<file path="src/hdl/rgbycc_pkg.sv">
`timescale 1ns / 1ps
// ---------------------------------------------------------------------------
// rgbycc_pkg
// Shared types and BT.601 full-range coefficients for the 2x2 block
// RGB to YCbCr 4:2:0 converter.
// ---------------------------------------------------------------------------
package rgbycc_pkg;

   localparam int unsigned PIX_WIDTH    = 8;
   localparam int unsigned LANE_COUNT   = 4;
   localparam int unsigned FIX_SHIFT    = 10;
   localparam int unsigned ACC_WIDTH    = PIX_WIDTH + FIX_SHIFT;
   localparam int unsigned SUM_WIDTH    = PIX_WIDTH + 2;

   // coefficient magnitudes, scaled by 1024
   localparam int unsigned COEF_Y_R     = 306;
   localparam int unsigned COEF_Y_G     = 601;
   localparam int unsigned COEF_Y_B     = 117;
   localparam int unsigned COEF_CB_R    = 173;
   localparam int unsigned COEF_CB_G    = 339;
   localparam int unsigned COEF_CB_B    = 512;
   localparam int unsigned COEF_CR_R    = 512;
   localparam int unsigned COEF_CR_G    = 429;
   localparam int unsigned COEF_CR_B    = 83;
   localparam int unsigned CHROMA_BIAS  = 128 << FIX_SHIFT;
   localparam int unsigned ROUND_BIAS   = 2;

   // configuration port
   localparam int unsigned CSR_ADDR_WIDTH = 3;
   localparam int unsigned CSR_DATA_WIDTH = 32;
   localparam logic [0:0]  REG_CHANNEL_ORDER = 1'b0;

   typedef enum logic {
      ORDER_RGB = 1'b0,
      ORDER_BGR = 1'b1
   } channel_order_type;

   typedef struct packed {
      logic [PIX_WIDTH-1:0] byte0;
      logic [PIX_WIDTH-1:0] byte1;
      logic [PIX_WIDTH-1:0] byte2;
   } pixel_type;

   typedef struct packed {
      logic [PIX_WIDTH-1:0] luma;
      logic [PIX_WIDTH-1:0] cb;
      logic [PIX_WIDTH-1:0] cr;
   } lane_result_type;

   typedef struct packed {
      logic [PIX_WIDTH-1:0] luma_top_left;
      logic [PIX_WIDTH-1:0] luma_top_right;
      logic [PIX_WIDTH-1:0] luma_bottom_left;
      logic [PIX_WIDTH-1:0] luma_bottom_right;
      logic [PIX_WIDTH-1:0] chroma_blue;
      logic [PIX_WIDTH-1:0] chroma_red;
   } block_result_type;

endpackage

</file>
<file path="src/hdl/rgbycc_lane.sv">
`timescale 1ns / 1ps
// ---------------------------------------------------------------------------
// rgbycc_lane
// Per-pixel colour conversion: selects R/B by channel order, forms Y, Cb
// and Cr in fixed point and registers them.
// ---------------------------------------------------------------------------
module rgbycc_lane (
   input  logic                        clock,
   input  logic                        enable,
   input  rgbycc_pkg::channel_order_type order,
   input  rgbycc_pkg::pixel_type       pixel,
   output rgbycc_pkg::lane_result_type result
);
   import rgbycc_pkg::*;

   logic [PIX_WIDTH-1:0] red;
   logic [PIX_WIDTH-1:0] green;
   logic [PIX_WIDTH-1:0] blue;
   logic [ACC_WIDTH-1:0] y_acc;
   logic [ACC_WIDTH-1:0] cb_acc;
   logic [ACC_WIDTH-1:0] cr_acc;
   lane_result_type      result_ff;
   lane_result_type      result_in;

   always_comb begin
      green = pixel.byte1;
      unique case (order)
         ORDER_RGB: begin
            red  = pixel.byte0;
            blue = pixel.byte2;
         end
         ORDER_BGR: begin
            red  = pixel.byte2;
            blue = pixel.byte0;
         end
         default: begin
            red  = pixel.byte0;
            blue = pixel.byte2;
         end
      endcase
   end

   // biased chroma sums are never negative; modulo arithmetic keeps them exact
   assign y_acc  = ACC_WIDTH'(COEF_Y_R * red + COEF_Y_G * green + COEF_Y_B * blue);
   assign cb_acc = ACC_WIDTH'(CHROMA_BIAS + COEF_CB_B * blue
                              - COEF_CB_R * red - COEF_CB_G * green);
   assign cr_acc = ACC_WIDTH'(CHROMA_BIAS + COEF_CR_R * red
                              - COEF_CR_G * green - COEF_CR_B * blue);

   always_comb begin
      result_in.luma = y_acc[ACC_WIDTH-1:FIX_SHIFT];
      result_in.cb   = cb_acc[ACC_WIDTH-1:FIX_SHIFT];
      result_in.cr   = cr_acc[ACC_WIDTH-1:FIX_SHIFT];
   end

   always_ff @(posedge clock) begin
      if (enable) begin
         result_ff <= result_in;
      end
   end

   assign result = result_ff;

endmodule

</file>
<file path="src/hdl/rgbycc_merge.sv">
`timescale 1ns / 1ps
// ---------------------------------------------------------------------------
// rgbycc_merge
// Combines the four lane results: passes luma through and forms the
// rounded mean of the block chroma, into the output register.
// ---------------------------------------------------------------------------
module rgbycc_merge (
   input  logic                          clock,
   input  logic                          enable,
   input  rgbycc_pkg::lane_result_type   lanes [rgbycc_pkg::LANE_COUNT],
   output rgbycc_pkg::block_result_type  result
);
   import rgbycc_pkg::*;

   logic [SUM_WIDTH-1:0] cb_sum;
   logic [SUM_WIDTH-1:0] cr_sum;
   block_result_type     result_ff;
   block_result_type     result_in;

   assign cb_sum = SUM_WIDTH'(lanes[0].cb) + SUM_WIDTH'(lanes[1].cb)
                 + SUM_WIDTH'(lanes[2].cb) + SUM_WIDTH'(lanes[3].cb)
                 + SUM_WIDTH'(ROUND_BIAS);
   assign cr_sum = SUM_WIDTH'(lanes[0].cr) + SUM_WIDTH'(lanes[1].cr)
                 + SUM_WIDTH'(lanes[2].cr) + SUM_WIDTH'(lanes[3].cr)
                 + SUM_WIDTH'(ROUND_BIAS);

   always_comb begin
      result_in.luma_top_left     = lanes[0].luma;
      result_in.luma_top_right    = lanes[1].luma;
      result_in.luma_bottom_left  = lanes[2].luma;
      result_in.luma_bottom_right = lanes[3].luma;
      result_in.chroma_blue       = cb_sum[SUM_WIDTH-1:2];
      result_in.chroma_red        = cr_sum[SUM_WIDTH-1:2];
   end

   always_ff @(posedge clock) begin
      if (enable) begin
         result_ff <= result_in;
      end
   end

   assign result = result_ff;

endmodule

</file>
<file path="src/hdl/rgb_block_to_ycbcr420_top.sv">
`timescale 1ns / 1ps
// ---------------------------------------------------------------------------
// rgb_block_to_ycbcr420_top
// 2x2 block RGB/BGR to BT.601 full-range YCbCr 4:2:0 converter.
//
//   channel  direction  handshake                contents
//   req_     in         req_valid / req_ready    four pixels, three bytes each
//   rsp_     out        rsp_valid / rsp_ready    four luma, one Cb, one Cr
//   csr_     in/out     APB, pready tied high    channel_order at address 0
//
// One block per cycle while the output is not stalled; a block passes the lane
// register, then the output register after the chroma merge.
// Synchronous reset empties both stages and sets channel order to RGB.
// A stalled output holds the output stage and a full lane stage; req_ready drops only while both are full.
// ---------------------------------------------------------------------------
module rgb_block_to_ycbcr420_top (
   input  logic                                 clock,
   input  logic                                 reset,
   input  logic                                 req_valid,
   output logic                                 req_ready,
   input  logic [rgbycc_pkg::PIX_WIDTH-1:0]     req_top_left_byte0,
   input  logic [rgbycc_pkg::PIX_WIDTH-1:0]     req_top_left_byte1,
   input  logic [rgbycc_pkg::PIX_WIDTH-1:0]     req_top_left_byte2,
   input  logic [rgbycc_pkg::PIX_WIDTH-1:0]     req_top_right_byte0,
   input  logic [rgbycc_pkg::PIX_WIDTH-1:0]     req_top_right_byte1,
   input  logic [rgbycc_pkg::PIX_WIDTH-1:0]     req_top_right_byte2,
   input  logic [rgbycc_pkg::PIX_WIDTH-1:0]     req_bottom_left_byte0,
   input  logic [rgbycc_pkg::PIX_WIDTH-1:0]     req_bottom_left_byte1,
   input  logic [rgbycc_pkg::PIX_WIDTH-1:0]     req_bottom_left_byte2,
   input  logic [rgbycc_pkg::PIX_WIDTH-1:0]     req_bottom_right_byte0,
   input  logic [rgbycc_pkg::PIX_WIDTH-1:0]     req_bottom_right_byte1,
   input  logic [rgbycc_pkg::PIX_WIDTH-1:0]     req_bottom_right_byte2,
   output logic                                 rsp_valid,
   input  logic                                 rsp_ready,
   output logic [rgbycc_pkg::PIX_WIDTH-1:0]     rsp_luma_top_left,
   output logic [rgbycc_pkg::PIX_WIDTH-1:0]     rsp_luma_top_right,
   output logic [rgbycc_pkg::PIX_WIDTH-1:0]     rsp_luma_bottom_left,
   output logic [rgbycc_pkg::PIX_WIDTH-1:0]     rsp_luma_bottom_right,
   output logic [rgbycc_pkg::PIX_WIDTH-1:0]     rsp_chroma_blue,
   output logic [rgbycc_pkg::PIX_WIDTH-1:0]     rsp_chroma_red,
   input  logic                                 csr_psel,
   input  logic                                 csr_penable,
   input  logic                                 csr_pwrite,
   input  logic [rgbycc_pkg::CSR_ADDR_WIDTH-1:0] csr_paddr,
   input  logic [rgbycc_pkg::CSR_DATA_WIDTH-1:0] csr_pwdata,
   output logic [rgbycc_pkg::CSR_DATA_WIDTH-1:0] csr_prdata,
   output logic                                 csr_pready
);
   import rgbycc_pkg::*;

   channel_order_type order_ff;
   channel_order_type order_in;
   logic              lane_valid_ff;
   logic              lane_valid_in;
   logic              out_valid_ff;
   logic              out_valid_in;
   logic              lane_enable;
   logic              out_enable;
   logic              csr_write;
   logic              csr_hit;
   pixel_type         pixels  [LANE_COUNT];
   lane_result_type   lane_results [LANE_COUNT];
   block_result_type  block_result;

   // ---- configuration ----
   assign csr_pready = 1'b1;
   assign csr_hit    = (csr_paddr[CSR_ADDR_WIDTH-1] == REG_CHANNEL_ORDER);
   assign csr_write  = csr_psel & csr_penable & csr_pwrite & csr_pready;

   always_comb begin
      order_in = order_ff;
      if (csr_write && csr_hit) begin
         order_in = channel_order_type'(csr_pwdata[0]);
      end
   end

   always_comb begin
      csr_prdata = '0;
      if (csr_hit) begin
         csr_prdata[0] = order_ff;
      end
   end

   // ---- pipeline control ----
   assign out_enable    = ~out_valid_ff | rsp_ready;
   assign lane_enable   = ~lane_valid_ff | out_enable;
   assign req_ready     = lane_enable;
   assign lane_valid_in = lane_enable ? req_valid : lane_valid_ff;
   assign out_valid_in  = out_enable ? lane_valid_ff : out_valid_ff;

   always_ff @(posedge clock) begin
      if (reset) begin
         order_ff      <= ORDER_RGB;
         lane_valid_ff <= 1'b0;
         out_valid_ff  <= 1'b0;
      end else begin
         order_ff      <= order_in;
         lane_valid_ff <= lane_valid_in;
         out_valid_ff  <= out_valid_in;
      end
   end

   // ---- lanes ----
   assign pixels[0] = '{req_top_left_byte0, req_top_left_byte1, req_top_left_byte2};
   assign pixels[1] = '{req_top_right_byte0, req_top_right_byte1, req_top_right_byte2};
   assign pixels[2] = '{req_bottom_left_byte0, req_bottom_left_byte1,
                        req_bottom_left_byte2};
   assign pixels[3] = '{req_bottom_right_byte0, req_bottom_right_byte1,
                        req_bottom_right_byte2};

   for (genvar i = 0; i < LANE_COUNT; i++) begin : g_lane
      rgbycc_lane u_lane (
         .clock  (clock),
         .enable (lane_enable),
         .order  (order_ff),
         .pixel  (pixels[i]),
         .result (lane_results[i])
      );
   end

   rgbycc_merge u_merge (
      .clock  (clock),
      .enable (out_enable),
      .lanes  (lane_results),
      .result (block_result)
   );

   assign rsp_valid             = out_valid_ff;
   assign rsp_luma_top_left     = block_result.luma_top_left;
   assign rsp_luma_top_right    = block_result.luma_top_right;
   assign rsp_luma_bottom_left  = block_result.luma_bottom_left;
   assign rsp_luma_bottom_right = block_result.luma_bottom_right;
   assign rsp_chroma_blue       = block_result.chroma_blue;
   assign rsp_chroma_red        = block_result.chroma_red;

endmodule

</file>
<file path="config.mk">
export PLATFORM = sky130hd
export DESIGN_NAME = rgb_block_to_ycbcr420_top
export DESIGN_NICKNAME = d
export VERILOG_FILES = /design/src/hdl/rgbycc_pkg.sv /design/src/hdl/rgbycc_lane.sv /design/src/hdl/rgbycc_merge.sv /design/src/hdl/rgb_block_to_ycbcr420_top.sv
export SDC_FILE = /design/constraint.sdc
export NUM_CORES = 2
export LEC_CHECK = 0
export ABC_AREA = 1
export BUFFER_PORTS_ARGS = -buffer_cell sky130_fd_sc_hd__buf_2
export CAP_MARGIN = 20
export CORE_MARGIN = 2
export CORE_UTILIZATION = 40
export CTS_BUF_LIST = sky130_fd_sc_hd__clkbuf_4 sky130_fd_sc_hd__clkbuf_8 sky130_fd_sc_hd__clkbuf_16
export CTS_CLUSTER_SIZE = 12
export DETAILED_ROUTE_END_ITERATION = 10
export SYNTH_ARGS = -nofsm -noshare
export SYNTH_HDL_FRONTEND = slang
export SYNTH_SLANG_ARGS = --single-unit
export TNS_END_PERCENT = 100
</file>
<file path="constraint.sdc">
create_clock -name clock -period 15.56 [get_ports clock]
set_clock_uncertainty 0.15 [all_clocks]
set_input_delay 0.778 -clock clock [delete_from_list [all_inputs] [get_ports clock]]
set_output_delay 0.778 -clock clock [all_outputs]
set_load 0.01 [all_outputs]
</file>
==> run metrics <==
hold path cells 0; largest family of logic cells by synthesized area adder cells; drt wl/cell between 15 and 20 um; Final Critical Period ~7.9 ns; Worst-path clk slew about 0.080 ns; CTS tree built; clock root buffer clkbuf_16; initial antenna violation count 2; mux contribution to synthesized area 0; starting density of the core 0.403; crit path DAT between 7 and 8 ns; die area between 100000 and 150000 um^2; type of the tightest min-delay check reg2reg; Post-synth top flop edfxtp_1; syn avg cell area 8.73 um^2; vias in the first global route between 30000 and 40000; global route overflow 0; synth warn 0; worst hold slack roughly 0.25 ns; largest net degree at the start of global routing 53; reg-to-reg slack, setup between 7 and 8 ns; Inserted Clock Buffers 17; Period Utilization, post-route 0.507; simple-gate share of the synthesized area 0.108; worst-skew pair later-pin latency 0.53 ns; Pre-Repair DR Iteration Count 7; routability congestion estimate ~0.88; compound-cell area share of the yosys netlist 0.0484; CP Max Fanout 24; first-pass GRT wire length between 150000 and 200000 um; Final Core Density 0.433; Clock Sinks approximately 150; mean number of vias per cell 4.77; setup TNS 0 ns; postcts setup bufs 0; Netlist Area Pre-Place approximately 48000 um^2; commonest cells after routing, fill and taps aside inv_1 (1714), ha_1 (1050), nand2_1 (752), fa_1 (744), nor2_1 (186); synth unique cells 42; DP HPWL between 100000 and 150000 um; nets approximately 7600; DP Worst Slack ~7.7 ns; Area Growth Syn to Fin 7.42%; commonest non-fill, non-tap cell in the layout inv_1; number of gates resized after CTS 0; max incr delay on CP 0.53 ns; Top Ports between 200 and 250; DIE HEIGHT 349 um; synthesized flop and latch total roughly 150; Post-Synth Adder-Cell Area 0.590; Vias 34294; initial drt markers roughly 1600; share of layout cells above drive strength 1 0.0463; Die Wd between 300 and 400 um; status finished clean; Hold-fix buffers, CTS 0; Routed WL between 100000 and 150000 um; CTS Buffer Depth 2; Slew headroom 0.232; DRC violations left 0; slack of the critical path 7.68 ns; H-tree level count 4; xor/xnor cell area share of the yosys netlist 0.0190; ys async rst share 0; WP buf/inv 7; CP Depth 29; Req. time, crit path 15.67 ns; GRT Total Usage 0.197; Setup violations, final 0; CP max-delay cell dfxtp_4; CP Launch Type register; RSZ-0062 raised after global routing false; R2R cell count 29; Max Freq 127 MHz; actual slew at the worst max-slew pin roughly 1.1 ns; Row Count 126; cell count after synthesis roughly 5400; crit end category register; Core Box Area 118000 um^2; max-cap violation count 0; Seq/Total Area, Yosys 0.0923; diode count 0; Port Buffer Count roughly 160; post-route ant nets 0; Fin. Hold Viols 0; EDFF count, synth roughly 140; critical path class reg2reg; fin. max-slew vios 0; critical path's top delay family adder cells; Filler Cell Count ~12000
==> worst register-to-register path, delay by kind of cell, from the launching register on <==
family                     cells  cell delay, ns
and+or+nand+nor               10            1.43
xor gates and xnor gates       1            0.17
AOI/OAI and AO/OA              2            0.52
buffers and inverters          7            1.29
adders and majority gates      9            3.55
DFF                            1            0.53
==> cells by family (layout without fill, tap and decap cells) <==
group / count (synthesis) / after routing
flip-flops: 147 / 147
AND/OR/NAND/NOR: 1237 / 1237
AO/OA/AOI/OAI: 402 / 402
adder cells (fa/ha/maj): 1794 / 1794
other: 2 / 32
buffers and inverters: 1760 / 1946
XOR/XNOR: 103 / 103
==> routing by layer <==
layer  up-vias  global-route usage  part of all wire
met4         4              0.0437             0.019
met1     16603               0.271              0.47
met5         -                   0           0.00023
li1      16923                   -                 -
met3       114              0.0323             0.050
met2       650               0.326              0.46
==> sequential cells by signal (all words and copies together), names as in the netlist <==
signal / cells
g_lane.u_lane.result: 96
lane_valid_ff: 1
order_ff: 1
rsp_valid: 1
u_merge.result: 48
==> through the flow <==
| stage | instances | area (um^2) |
|---|---|---|
| after global routing | 7197 | 51000 |
| after global placement | 7165 | 50400 |
| final | 7197 | 51000 |
| after floorplan | 5475 | 47600 |
| after CTS | 7197 | 51000 |
| after detailed placement | 7165 | 50400 |
==> synth_stat cells (23+ instances only) <==
master    count  area (um^2)
a21oi_1     173          866
a21o_1       26          195
fa_1        744        14900
xnor2_1      33          289
inv_1      1714         6430
nor2_1      186          698
o21bai_1     35          263
o21ai_0     111          556
nand2_1     753         2830
xor2_1       70          613
nand4_1      23          144
nand3_1     161          806
ha_1       1050        13100
nor3_1       59          295
edfxtp_1    144         4320
buf_4        32          240
==> layout make-up <==
cell class	instances	area [um^2]	area share
Clock buffer	17	425	0.00834
Inverter	1715	6440	0.126
Tap cell	1536	1920	0.0377
Clock inverter	15	230	0.00451
Sequential cell	147	4390	0.0860
Multi-Input combinational cell	3568	36500	0.716
Timing Repair Buffer	199	1110	0.0217
==> final timing paths <==
check	startpoint	to
setup / recovery	order_ff	g_lane[1].u_lane.result[22]
hold / removal	g_lane[2].u_lane.result[16]	u_merge.result[24]
setup reg to reg	order_ff	g_lane[1].u_lane.result[22]
hold reg to reg	g_lane[2].u_lane.result[16]	u_merge.result[24]
Power is left out: the tool's default activity adds up to more than one toggle a clock period on the data nets, which glitch-free logic cannot reach.
